### src/hdl/square_tone_channel_macros.svh
// assertion macros shared by the square tone channel rtl
`ifndef SQUARE_TONE_CHANNEL_MACROS_SVH
`define SQUARE_TONE_CHANNEL_MACROS_SVH

// same-cycle implication, checked outside reset
`define SQTC_ASSERT_NOW(label, clk, rst_n, ante, cons, msg) \
    label: assert property (@(posedge clk) disable iff (!rst_n) (ante) |-> (cons)) \
        else $error(msg);

// next-cycle implication, checked outside reset
`define SQTC_ASSERT_NEXT(label, clk, rst_n, ante, cons, msg) \
    label: assert property (@(posedge clk) disable iff (!rst_n) (ante) |=> (cons)) \
        else $error(msg);

`endif

### src/hdl/sqtc_pkg.sv
// types and constants of the square tone channel
package sqtc_pkg;

    // transaction kinds
    typedef enum logic [1:0] {
        KIND_WRITE   = 2'd0,
        KIND_ADVANCE = 2'd1,
        KIND_SAMPLE  = 2'd2,
        KIND_NONE    = 2'd3
    } t_kind;

    // register selects
    typedef enum logic [1:0] {
        REG_LEN_DUTY = 2'd0,
        REG_ENVELOPE = 2'd1,
        REG_FREQ_LO  = 2'd2,
        REG_FREQ_HI  = 2'd3
    } t_reg_sel;

    // sequencer states
    typedef enum logic [2:0] {
        ST_IDLE,
        ST_ENV_CHECK,
        ST_ENV_DIV,
        ST_LVL_DIV,
        ST_PHASE_DIV,
        ST_RESULT
    } t_state;

    // shared divider sizes
    localparam int DVD_W = 48;
    localparam int QUO_W = 32;
    localparam int CNT_W = 6;

    // divider step counts
    localparam logic [CNT_W-1:0] STEPS_ENV   = 6'd32;
    localparam logic [CNT_W-1:0] STEPS_LVL   = 6'd20;
    localparam logic [CNT_W-1:0] STEPS_PHASE = 6'd48;

    // fixed scales
    localparam logic [16:0] ENV_ONE       = 17'h10000;
    localparam logic [15:0] LEN_UNIT      = 16'd1000;
    localparam logic [14:0] ENV_STEP_UNIT = 15'd4000;
    localparam logic [11:0] PERIOD_BASE   = 12'd2048;
    localparam int          PHASE_SHIFT   = 17;

    // divider control
    typedef struct packed {
        logic             start;
        logic [CNT_W-1:0] steps;
    } t_div_ctl;

    // input transaction payload
    typedef struct packed {
        logic [1:0]  kind;
        logic [1:0]  reg_select;
        logic [7:0]  write_data;
        logic [15:0] elapsed;
        logic [30:0] sample_index;
    } t_in_item;

    // result transaction payload
    typedef struct packed {
        logic signed [17:0] sample_value;
        logic               channel_on;
    } t_out_item;

endpackage

### src/hdl/sqtc_divider.sv
// shared restoring divider, one quotient bit per cycle
module sqtc_divider #(
    parameter int DV_W = 27
) (
    input  logic                        i_clk,
    input  logic                        i_rst_n,
    input  sqtc_pkg::t_div_ctl          i_ctl,
    input  logic [sqtc_pkg::DVD_W-1:0]  i_dividend,
    input  logic [DV_W-1:0]             i_divisor,
    output logic                        o_done,
    output logic [sqtc_pkg::QUO_W-1:0]  o_quotient,
    output logic [DV_W-1:0]             o_remainder
);

    logic                        r_busy;
    logic                        r_done;
    logic [sqtc_pkg::CNT_W-1:0]  r_cnt;
    logic [sqtc_pkg::DVD_W-1:0]  r_dvd;
    logic [DV_W-1:0]             r_divisor;
    logic [DV_W-1:0]             r_rem;
    logic [sqtc_pkg::QUO_W-1:0]  r_quo;

    logic [DV_W:0]               trial;
    logic [DV_W:0]               diff;
    logic                        fits;
    logic [DV_W-1:0]             n_rem;

    // trial subtract of the next dividend bit
    always_comb begin
        trial = {r_rem, r_dvd[sqtc_pkg::DVD_W-1]};
        diff  = trial - {1'b0, r_divisor};
        fits  = (trial >= {1'b0, r_divisor});
        n_rem = fits ? diff[DV_W-1:0] : trial[DV_W-1:0];
    end

    // step control
    always_ff @(posedge i_clk) begin
        if (!i_rst_n) begin
            r_busy <= 1'b0;
            r_done <= 1'b0;
            r_cnt  <= '0;
        end else begin
            r_done <= 1'b0;
            if (i_ctl.start) begin
                r_busy <= 1'b1;
                r_cnt  <= i_ctl.steps;
            end else if (r_busy) begin
                r_cnt <= r_cnt - 1'b1;
                if (r_cnt == sqtc_pkg::CNT_W'(1)) begin
                    r_busy <= 1'b0;
                    r_done <= 1'b1;
                end
            end
        end
    end

    // datapath registers
    always_ff @(posedge i_clk) begin
        if (i_ctl.start) begin
            r_dvd     <= i_dividend;
            r_divisor <= i_divisor;
            r_rem     <= '0;
            r_quo     <= '0;
        end else if (r_busy) begin
            r_dvd <= {r_dvd[sqtc_pkg::DVD_W-2:0], 1'b0};
            r_rem <= n_rem;
            r_quo <= {r_quo[sqtc_pkg::QUO_W-2:0], fits};
        end
    end

    assign o_done      = r_done;
    assign o_quotient  = r_quo;
    assign o_remainder = r_rem;

endmodule

### src/hdl/square_tone_channel.sv
// square tone channel: register file, envelope and phase sequencer
//
//  channel  | valid        | ready        | payload
//  ---------+--------------+--------------+-------------------------
//  input    | i_in_valid   | o_in_ready   | i_in_data  (t_in_item)
//  result   | o_out_valid  | i_out_ready  | o_out_data (t_out_item)
//
// one transaction at a time: a register write goes straight to the result
// state, a time advance takes the envelope check, maybe the step division
// and then the level division, and a sample request takes the phase
// division (48 remainder steps), all on the shared one-bit-per-cycle divider
// reset is synchronous active low and clears all channel state
// a finished result waits in the output register, a stalled result holds
// the sequencer in its result state until the register frees
module square_tone_channel #(
    parameter int SAMPLE_RATE = 44100
) (
    input  logic                i_clk,
    input  logic                i_rst_n,
    input  logic                i_in_valid,
    output logic                o_in_ready,
    input  sqtc_pkg::t_in_item  i_in_data,
    output logic                o_out_valid,
    input  logic                i_out_ready,
    output sqtc_pkg::t_out_item o_out_data
);

`include "square_tone_channel_macros.svh"

    localparam int P_W  = $clog2(SAMPLE_RATE * 2048 + 1);
    localparam int DV_W = (P_W > 15) ? P_W : 15;
    localparam int CMP_W = DV_W + 3;
    localparam logic [P_W-1:0] RATE_K = P_W'(SAMPLE_RATE);

    // architectural state
    sqtc_pkg::t_state r_state, n_state;
    logic [10:0] r_period_code, n_period_code;
    logic [1:0]  r_duty, n_duty;
    logic [5:0]  r_length, n_length;
    logic        r_one_shot, n_one_shot;
    logic [3:0]  r_env_init, n_env_init;
    logic        r_env_rising, n_env_rising;
    logic [2:0]  r_env_step, n_env_step;
    logic [31:0] r_clock, n_clock;
    logic [16:0] r_env_level, n_env_level;
    logic        r_sounding, n_sounding;

    // work registers
    logic [P_W-1:0]     r_period, n_period;
    logic signed [17:0] r_value, n_value;
    logic               r_out_valid, n_out_valid;
    sqtc_pkg::t_out_item r_out_data, n_out_data;

    // divider link
    sqtc_pkg::t_div_ctl          div_ctl;
    logic [sqtc_pkg::DVD_W-1:0]  div_dividend;
    logic [DV_W-1:0]             div_divisor;
    logic                        div_done;
    logic [sqtc_pkg::QUO_W-1:0]  div_quo;
    logic [DV_W-1:0]             div_rem;

    // helpers
    logic             in_fire;
    logic [32:0]      clock_sum;
    logic [15:0]      len_limit;
    logic [P_W-1:0]   period_calc;
    logic [CMP_W-1:0] p_ext, r1, r2, r4, r8;
    logic             wave_high;
    logic [17:0]      env_pos;

    assign in_fire = i_in_valid && o_in_ready;
    assign o_in_ready = (r_state == sqtc_pkg::ST_IDLE);

    // fixed arithmetic around the sequencer
    always_comb begin
        clock_sum   = {1'b0, r_clock} + {17'b0, i_in_data.elapsed};
        len_limit   = 16'((7'd64 - {1'b0, r_length}) * sqtc_pkg::LEN_UNIT);
        period_calc = RATE_K * P_W'(sqtc_pkg::PERIOD_BASE - {1'b0, r_period_code});
        p_ext = CMP_W'(r_period);
        r1    = CMP_W'(div_rem);
        r2    = r1 << 1;
        r4    = r1 << 2;
        r8    = r1 << 3;
        case (r_duty)
            2'd0:    wave_high = (r8 >= p_ext) && (r4 < p_ext);
            2'd1:    wave_high = (r4 < p_ext);
            2'd2:    wave_high = (r2 < p_ext);
            default: wave_high = (r4 >= p_ext);
        endcase
        env_pos = {1'b0, r_env_level};
    end

    // sequencer next state and datapath
    always_comb begin
        n_state       = r_state;
        n_period_code = r_period_code;
        n_duty        = r_duty;
        n_length      = r_length;
        n_one_shot    = r_one_shot;
        n_env_init    = r_env_init;
        n_env_rising  = r_env_rising;
        n_env_step    = r_env_step;
        n_clock       = r_clock;
        n_env_level   = r_env_level;
        n_sounding    = r_sounding;
        n_period      = r_period;
        n_value       = r_value;
        n_out_valid   = r_out_valid && !i_out_ready;
        n_out_data    = r_out_data;
        div_ctl       = '0;
        div_dividend  = '0;
        div_divisor   = '0;

        case (r_state)
            sqtc_pkg::ST_IDLE: begin
                if (in_fire) begin
                    n_value = '0;
                    case (sqtc_pkg::t_kind'(i_in_data.kind))
                        sqtc_pkg::KIND_WRITE: begin
                            case (sqtc_pkg::t_reg_sel'(i_in_data.reg_select))
                                sqtc_pkg::REG_LEN_DUTY: begin
                                    n_length = i_in_data.write_data[5:0];
                                    n_duty   = i_in_data.write_data[7:6];
                                end
                                sqtc_pkg::REG_ENVELOPE: begin
                                    n_env_step   = i_in_data.write_data[2:0];
                                    n_env_rising = i_in_data.write_data[3];
                                    n_env_init   = i_in_data.write_data[7:4];
                                end
                                sqtc_pkg::REG_FREQ_LO: begin
                                    n_period_code[7:0] = i_in_data.write_data;
                                end
                                default: begin
                                    n_period_code[10:8] = i_in_data.write_data[2:0];
                                    n_one_shot = i_in_data.write_data[6];
                                    if (i_in_data.write_data[7]) begin
                                        n_clock = '0;
                                    end
                                end
                            endcase
                            n_state = sqtc_pkg::ST_RESULT;
                        end
                        sqtc_pkg::KIND_ADVANCE: begin
                            n_clock = clock_sum[32] ? 32'hFFFF_FFFF : clock_sum[31:0];
                            n_state = sqtc_pkg::ST_ENV_CHECK;
                        end
                        sqtc_pkg::KIND_SAMPLE: begin
                            // remainder of index * 2^17 by the period product
                            n_period      = period_calc;
                            div_ctl.start = 1'b1;
                            div_ctl.steps = sqtc_pkg::STEPS_PHASE;
                            div_dividend  = {i_in_data.sample_index,
                                             {sqtc_pkg::PHASE_SHIFT{1'b0}}};
                            div_divisor   = DV_W'(period_calc);
                            n_state       = sqtc_pkg::ST_PHASE_DIV;
                        end
                        default: begin
                            n_state = sqtc_pkg::ST_RESULT;
                        end
                    endcase
                end
            end

            // one-shot length check and trivial envelopes
            sqtc_pkg::ST_ENV_CHECK: begin
                if (r_one_shot && (r_clock > {16'b0, len_limit})) begin
                    n_sounding = 1'b0;
                    n_state    = sqtc_pkg::ST_RESULT;
                end else begin
                    n_sounding = 1'b1;
                    if (r_env_init == 4'd0) begin
                        n_env_level = '0;
                        n_state     = sqtc_pkg::ST_RESULT;
                    end else if (r_env_step == 3'd0) begin
                        n_env_level = sqtc_pkg::ENV_ONE;
                        n_state     = sqtc_pkg::ST_RESULT;
                    end else begin
                        div_ctl.start = 1'b1;
                        div_ctl.steps = sqtc_pkg::STEPS_ENV;
                        div_dividend  = {r_clock, 16'b0};
                        div_divisor   = DV_W'(15'(r_env_step * sqtc_pkg::ENV_STEP_UNIT));
                        n_state       = sqtc_pkg::ST_ENV_DIV;
                    end
                end
            end

            // step count known, ramp or clamp
            sqtc_pkg::ST_ENV_DIV: begin
                if (div_done) begin
                    if (div_quo < {28'b0, r_env_init}) begin
                        div_ctl.start = 1'b1;
                        div_ctl.steps = sqtc_pkg::STEPS_LVL;
                        div_dividend  = {div_quo[3:0], 16'b0, 28'b0};
                        div_divisor   = DV_W'(r_env_init);
                        n_state       = sqtc_pkg::ST_LVL_DIV;
                    end else begin
                        n_env_level = r_env_rising ? sqtc_pkg::ENV_ONE : 17'd0;
                        n_state     = sqtc_pkg::ST_RESULT;
                    end
                end
            end

            // ramp fraction ready
            sqtc_pkg::ST_LVL_DIV: begin
                if (div_done) begin
                    n_env_level = r_env_rising ? div_quo[16:0]
                                               : sqtc_pkg::ENV_ONE - div_quo[16:0];
                    n_state     = sqtc_pkg::ST_RESULT;
                end
            end

            // phase remainder ready, pick the sign
            sqtc_pkg::ST_PHASE_DIV: begin
                if (div_done) begin
                    n_value = wave_high ? $signed(env_pos) : $signed(18'(18'd0 - env_pos));
                    n_state = sqtc_pkg::ST_RESULT;
                end
            end

            // hand the transaction to the output register
            sqtc_pkg::ST_RESULT: begin
                if (!r_out_valid || i_out_ready) begin
                    n_out_valid             = 1'b1;
                    n_out_data.sample_value = r_value;
                    n_out_data.channel_on   = r_sounding;
                    n_state                 = sqtc_pkg::ST_IDLE;
                end
            end

            default: begin
                n_state = sqtc_pkg::ST_IDLE;
            end
        endcase
    end

    // control and channel state
    always_ff @(posedge i_clk) begin
        if (!i_rst_n) begin
            r_state       <= sqtc_pkg::ST_IDLE;
            r_period_code <= '0;
            r_duty        <= '0;
            r_length      <= '0;
            r_one_shot    <= 1'b0;
            r_env_init    <= '0;
            r_env_rising  <= 1'b0;
            r_env_step    <= '0;
            r_clock       <= '0;
            r_env_level   <= '0;
            r_sounding    <= 1'b0;
            r_out_valid   <= 1'b0;
        end else begin
            r_state       <= n_state;
            r_period_code <= n_period_code;
            r_duty        <= n_duty;
            r_length      <= n_length;
            r_one_shot    <= n_one_shot;
            r_env_init    <= n_env_init;
            r_env_rising  <= n_env_rising;
            r_env_step    <= n_env_step;
            r_clock       <= n_clock;
            r_env_level   <= n_env_level;
            r_sounding    <= n_sounding;
            r_out_valid   <= n_out_valid;
        end
    end

    // payload registers
    always_ff @(posedge i_clk) begin
        r_period   <= n_period;
        r_value    <= n_value;
        r_out_data <= n_out_data;
    end

    // shared divider
    sqtc_divider #(
        .DV_W (DV_W)
    ) u_divider (
        .i_clk       (i_clk),
        .i_rst_n     (i_rst_n),
        .i_ctl       (div_ctl),
        .i_dividend  (div_dividend),
        .i_divisor   (div_divisor),
        .o_done      (div_done),
        .o_quotient  (div_quo),
        .o_remainder (div_rem)
    );

    assign o_out_valid = r_out_valid;
    assign o_out_data  = r_out_data;

    // checks
    `SQTC_ASSERT_NEXT(a_busy_after_accept, i_clk, i_rst_n, in_fire, !o_in_ready, "accepted transaction did not leave idle")
    `SQTC_ASSERT_NOW(a_phase_in_range, i_clk, i_rst_n, (r_state == sqtc_pkg::ST_PHASE_DIV) && div_done, div_rem < DV_W'(r_period), "phase remainder not below period")
    `SQTC_ASSERT_NOW(a_env_bounded, i_clk, i_rst_n, 1'b1, r_env_level <= sqtc_pkg::ENV_ONE, "envelope above full scale")

endmodule

### config.mk
export PLATFORM = sky130hd
export DESIGN_NAME = square_tone_channel
export DESIGN_NICKNAME = d
export VERILOG_FILES = /design/src/hdl/sqtc_pkg.sv /design/src/hdl/sqtc_divider.sv /design/src/hdl/square_tone_channel.sv
export VERILOG_INCLUDE_DIRS = /design/src /design/src/hdl
export SDC_FILE = /design/constraint.sdc
export NUM_CORES = 1
export LEC_CHECK = 0
export ABC_AREA = 0
export ABC_CLOCK_PERIOD_IN_PS = 6300
export BUFFER_PORTS_ARGS = -buffer_cell sky130_fd_sc_hd__buf_2
export CAP_MARGIN = 0
export CORE_ASPECT_RATIO = 1.4
export CORE_MARGIN = 2
export CORE_UTILIZATION = 55
export DETAILED_ROUTE_END_ITERATION = 8
export PLACE_DENSITY = 0.74
export SYNTH_ARGS = -nofsm -noshare
export SYNTH_HDL_FRONTEND = slang
export SYNTH_SLANG_ARGS = --single-unit
export TNS_END_PERCENT = 100
### constraint.sdc
create_clock -name i_clk -period 6.3 [get_ports i_clk]
set_input_delay 0.945 -clock i_clk [delete_from_list [all_inputs] [get_ports i_clk]]
set_output_delay 0.945 -clock i_clk [all_outputs]
set_load 0.02 [all_outputs]
# Word-level counts from Yosys, hierarchy flattened
# Cells that the tools add are included.
dict set report totals {
  regBits 286
  latchBits 0
  ramBits 0
  rom_bits 0
  input_bits 63
  output_inout_bits 21
  word_cells 161
  mem_count 0
}
dict set report classes {
  addsub 7
  mul 3
  div_mod_pow 0
  magnitude_cmp 7
  eq_ne 23
  n_shift 0
  n_mux 64
  bitwise_logic 3
  reduce_logical 30
}
# operator n
set ops {}
lappend ops {{$mux W48} 9}
lappend ops {{$pmux W48 S3} 1}
lappend ops {{$mux W17} 8}
lappend ops {{$mux W32} 3}
lappend ops {{$mux W27} 3}
lappend ops {{$pmux W27 S3} 1}
lappend ops {{$pmux W32 S2} 1}
lappend ops {{$mux W18} 3}
lappend ops {{$pmux W17 S3} 1}
lappend ops {{$mux W7} 7}
lappend ops {{$mux W15} 3}
lappend ops {{$pmux W18 S2} 1}
lappend ops {{$add A32 B16 Y33} 1}
lappend ops {{$gt A32 B16 Y1} 1}
lappend ops {{$lt A32 B4 Y1} 1}
lappend ops {{$ge A30 B27 Y1} 1}
lappend ops {{$ge A29 B27 Y1} 1}
lappend ops {{$lt A29 B27 Y1} 1}
lappend ops {{$ge A28 B27 Y1} 1}
lappend ops {{$lt A28 B27 Y1} 1}
lappend ops {{$mul A14 B27 Y25 const A} 1}
lappend ops {{$sub A27 B27 Y27} 1}
lappend ops {{$mux W3} 8}
lappend ops {{$pmux W7 S3} 1}
lappend ops {{other kinds (38)} 77}

# Longest topological paths before layout
dict set report depth {
  ltp_word 7
  ltp_mapped 30
  mapped_depth_nobuf 30
}

# Cells and area by module
# Synthesis repeated with hierarchy kept, for this count alone.
dict set report unflattened {
  hier_cells 2324
  area_unflattened_um2 21530.6
}
# module instances cells_each area_per_inst_um2 seq_area_each_um2
set modules_own_cells {}
lappend modules_own_cells {square_tone_channel 1 1632 14197.4 3503.4}
lappend modules_own_cells {sqtc_divider 1 692 7333.3 3593.4}

# Least setup slack after synthesis
# Ideal clock, no wire load.
dict set report synth_path {
  kind {register -> register}
  from {reg r_length[0]}
  to {reg u_divider.r_cnt[2] (netlist name)}
  setup_ns 0.071
  t_arrival_ns 6.789
  t_required_ns 6.229
  slack_ns -0.560
  path_stages_with_launch 28
  path_buffers 0
  period_less_slack_ns 6.860
  path_cell_list {dfxtp_1 -> inv_1 -> ha_1 -> xor2_1 -> inv_1 -> xnor2_1 -> fa_1 -> fa_1 -> fa_1 -> inv_1 -> ha_1 -> inv_1 -> o21ai_0 -> a21o_1 -> a21o_1 -> a21o_1 -> a21oi_1 -> xor2_1 -> ha_1 -> nand4_1 -> or4_1 -> o21ai_1 -> a31oi_2 -> nor2_4 -> nor3_4 -> nand2_1 -> o21ai_0 -> a21oi_1}
}
dict set report synth_via {
  elab_chain_len 7
  elab_cells_between_ends 8
  classes_between {add/sub (1); mul (1); order compare (1); mux (3); reduce/logical (2)}
}
# item line
set synth_rtl {}
lappend synth_rtl {{start, declared} square_tone_channel.sv:39} ;# logic [5:0] r_length, n_length;
lappend synth_rtl {{start signal, assigned} square_tone_channel.sv:255} ;# r_length <= n_length;
lappend synth_rtl {{$sub A7 B6 Y8 *} square_tone_channel.sv:77} ;# len_limit = 16'((7'd64 - {1'b0, r_length}) * sqtc_pkg::LEN_UNIT);
lappend synth_rtl {{$mul A16 B7 Y13 *} square_tone_channel.sv:77}
lappend synth_rtl {{$gt A32 B16 Y1 *} square_tone_channel.sv:166} ;# if (r_one_shot && (r_clock > {16'b0, len_limit})) begin
lappend synth_rtl {{$logic_and A1 B1 Y1 *} square_tone_channel.sv:166}
lappend synth_rtl {{$mux W7 *} square_tone_channel.sv:166}
lappend synth_rtl {{$pmux W7 S3 *} square_tone_channel.sv:114} ;# case (r_state)
lappend synth_rtl {{$mux W6 or $reduce_bool A2 Y1 (tied branches)} -}
lappend synth_rtl {{end signal, assigned} sqtc_divider.sv:46} ;# r_cnt <= i_ctl.steps;
lappend synth_rtl {{end signal, assigned} sqtc_divider.sv:48} ;# r_cnt <= r_cnt - 1'b1;
lappend synth_rtl {{end, declared} sqtc_divider.sv:17} ;# logic [sqtc_pkg::CNT_W-1:0] r_cnt;
# Every way passes the cells marked *; elsewhere a longest branch is shown, timed or not.
# A chain may end at the register's enable or synchronous reset.

# Final worst setup path
dict set report layout_path {
  from {reg r_length[0]}
  to {reg u_divider.r_dvd[44] (netlist name) (data pin)}
}
dict set report layout_via {
  elab_chain_len 7
  elab_cells_between_ends 9
  classes_between {add/sub (1); mul (1); order compare (1); mux (5); reduce/logical (1)}
}
# item line
set layout_rtl {}
lappend layout_rtl {{$sub A7 B6 Y8 *} square_tone_channel.sv:77}
lappend layout_rtl {{$mul A16 B7 Y13 *} square_tone_channel.sv:77}
lappend layout_rtl {{$gt A32 B16 Y1 *} square_tone_channel.sv:166}
lappend layout_rtl {{$logic_and A1 B1 Y1 *} square_tone_channel.sv:166}
lappend layout_rtl {{$mux W48 or $mux W7 (tied branches)} square_tone_channel.sv:166}
lappend layout_rtl {{$pmux W48 S3 or $pmux W7 S3 (tied branches)} square_tone_channel.sv:114}
lappend layout_rtl {{$mux W48 *} sqtc_divider.sv:59} ;# if (i_ctl.start) begin
lappend layout_rtl {{end signal, assigned} sqtc_divider.sv:60} ;# r_dvd <= i_dividend;
lappend layout_rtl {{end signal, assigned} sqtc_divider.sv:65} ;# r_dvd <= {r_dvd[sqtc_pkg::DVD_W-2:0], 1'b0};
lappend layout_rtl {{end, declared} sqtc_divider.sv:18} ;# logic [sqtc_pkg::DVD_W-1:0] r_dvd;
# Marked as above.

==> out/qor.yml <==
finalNetCount: 2600
ctsHtreeMaxLevel: 1
max_freq_mhz: 159.1
placement.io_buffers: 83
area.growth.synth_to_final_pct: 13.27
drv_cap: 0
whs_path_depth: 0
drc: 0
yosys.area.top_type_share: 0.1834
post_synth_num_cell_types: 83
grt_first_pass_wirelength_mm: 77.48
route.final.wire_length_mm: 47.74
globalRouteTotalUtil: 0.2510
powerDensity_nw_per_um2: 301.2
hp-class: "reg2reg"
tritoncts: "done"
die-area_um2: 37590
ys.flop_type: "dfxtp_1"
start_util: 0.5550
floorplan.die.width_um: 164.4
ys_seq_elements: 270
p_leak_uw: 0.01020
drtIter0Drc: 840
grt_max_degree: 81
synth_async_sr_flop_share: 0
postLayoutCoreUtil: 0.6286
status: "completed"
clk_path_buf_depth: 3
layout-drive-gt1-share: 0.1315
synthesis.instances: 2107
worst_pin_slew_ps: 1221
cts_buffers: 26
tritoncts_num_sinks: 270
syn_avg_cell_area_um2: 9.405
fillers: 2956
synth-warning-count: 0
register_cell_area_after_layout_um2: 6628
fin_worst_skew_ps: 16.53
reg2regPathDepth: 27
timing.critical_path.fanout_max: 44
detail_route.first_pass.iterations: 6
insertion_delay_ps: 560
via_density_per_instance: 5.871
dp.final_hpwl_mm: 35.80
timing.max_slew.rel_slack: 0.1845
global_route.overflow_total: 0
cp-end-kind: "flop"
slew_viol_final: 0
ir_worst_vdd_v: 0.0002399
setup_viol: 0
hold_viol_final: 0
crit_type: "reg2reg"
cts_clk_pin_slew_worst_paths_ps: 70
fin_tns_setup_ps: 0
unrepaired_setup_endpoints_after_global_routing: "yes"
setup.reg_to_reg.worst_slack_ps: 10
synth.net_count: 2483
vias: 15890
gpl.final_weighted_congestion: 0.8739
synth_area_um2: 19820
io_pins: 84
synth-edff-count: 121
antenna_violations_before_repair: 2
die_y_um: 228.6
multiInputGateArea_um2: 12450
worst-endpoint-required_ps: 6610
netlist.top_cell.by_area: "edfxtp_1"
ctsRootBufferMaster: "clkbuf_16"
yosys-top-cells-area: "edfxtp_1 18%, ha_1 17%, dfxtp_1 15%, fa_1 4.3%, inv_1 3.7%"
fin_crit_ps: 6286
row_count: 82
routed_wire_length_per_instance_um: 17.64
setup.worst_path.start_class: "flop"
core_area_um2: 35700
number_of_global_route_vias_before_repair: 15830
hold_buf_cts: 0
timing.final.crit_share: 0.9977
post_drt_antenna_nets: 0
worst_path_arrival_ps: 6590
share_of_synthesized_area_occupied_by_flip_flops_and_latches: 0.3339
## report_power, final
group | switching, uW | total [uW] | internal (uW)
Combinational | 1580 | 2810 | 1230
Sequential | 288 | 2350 | 2060
Clock | 685 | 1600 | 918
Total | 2550 | 6760 | 4210
## per-layer routing
layer  track usage  share of wire
met1        0.2969           0.40
met2        0.4616           0.52
met3       0.02831          0.044
met4       0.09103          0.040
met5             0        0.00027
## state kept, by name, summed over array words and instances, names as in the netlist, 11 cells and up
signal / cells
r_period: 25
r_clock: 32
u_divider.r_dvd: 32
u_divider.o_remainder: 27
r_period_code: 11
o_out_data: 19
r_value: 18
u_divider.o_quotient: 32
r_env_level: 17
u_divider.r_divisor: 27
## final timing paths
| kind | startpoint | end |
|---|---|---|
| worst max-delay path | r_length[0] | u_divider.r_dvd[44] |
| worst min-delay path | r_value[5] | o_out_data[6] |
| worst max register to register | r_length[0] | u_divider.r_dvd[44] |
| worst min register to register | r_value[5] | o_out_data[6] |
## Yosys cell counts (all sizes together) (44+ instances only)
master  instances
nor2          162
dfxtp         149
o21ai         122
ha            270
xor2           53
xnor2          75
a21oi         133
nand3          57
clkbuf         50
edfxtp        121
nand2         127
mux2i          67
inv           198
a21o           44
## logic make-up after synthesis
kind of cell / after synthesis / synth area share
XOR/XNOR: 128 / 0.05657
adder cells (fa/ha/maj): 313 / 0.2139
flip-flops: 270 / 0.3339
multiplexers: 76 / 0.03896
AND/OR/NAND/NOR: 540 / 0.1327
AO/OA/AOI/OAI: 503 / 0.1686
buffers and inverters: 277 / 0.05531
## cell usage in the layout, fill, tap and decap left out, types with 70 or more instances in the layout
cell type,instances
inv_1,185
a21oi_1,127
dfxtp_1,146
ha_1,259
buf_4,70
o21ai_0,110
buf_2,83
nor2_1,157
edfxtp_1,121
nand2_1,126
## metrics by stage
stage	setup slack (ps)	hold WS, ps	area [um2]	instances	total power [uW]
3_3_place_gp	-403.0	405.0	21060	2642	4970
5_1_grt	-213.6	423.7	22450	2706	7224
6_report	14.24	414.5	22450	2706	6760
2_1_floorplan	85.48	400.3	19850	2107	4394
3_5_place_dp	-582.5	404.5	21060	2642	5072
4_1_cts	27.56	416.8	22100	2700	6705
## timing repair
item | 4_1_cts | 5_1_grt
buffers inserted | 10 | 6
pin swaps | 8 | 43
cloned | 1 | 0
setup endpoints to repair | 176 | 182
resized for setup | 10 | 60
## worst max-delay path, cell delays in order (launching register included)
cell and delay (ps):
dfxtp_4 370, inv_4 70, ha_4 160, xor2_4 210, inv_2 90, ha_4 260, ha_4 260, inv_1 40
fa_1 490, inv_2 50, ha_4 270, xor2_1 190, ha_1 320, a21oi_2 270, o21ai_2 110, a21oi_2 180
o21ai_2 80, a21o_1 180, a21oi_2 130, xnor2_1 90, ha_1 330, nand4_1 130, or4_1 550, o21ai_2 190
a31oi_4 70, nor2_4 180, clkbuf_8 340, mux2_2 380
## layout make-up
type | instances | area share
multi-input cells | 1561 | 0.5549
clock buffers | 32 | 0.03138
well taps | 462 | 0.02575
repair buffers | 167 | 0.05179
inverters | 198 | 0.03350
diodes | 1 | 0.0001115
clock inverters | 15 | 0.007303
flip-flops and latches | 270 | 0.2953
Power figures use the tool's default switching activity.
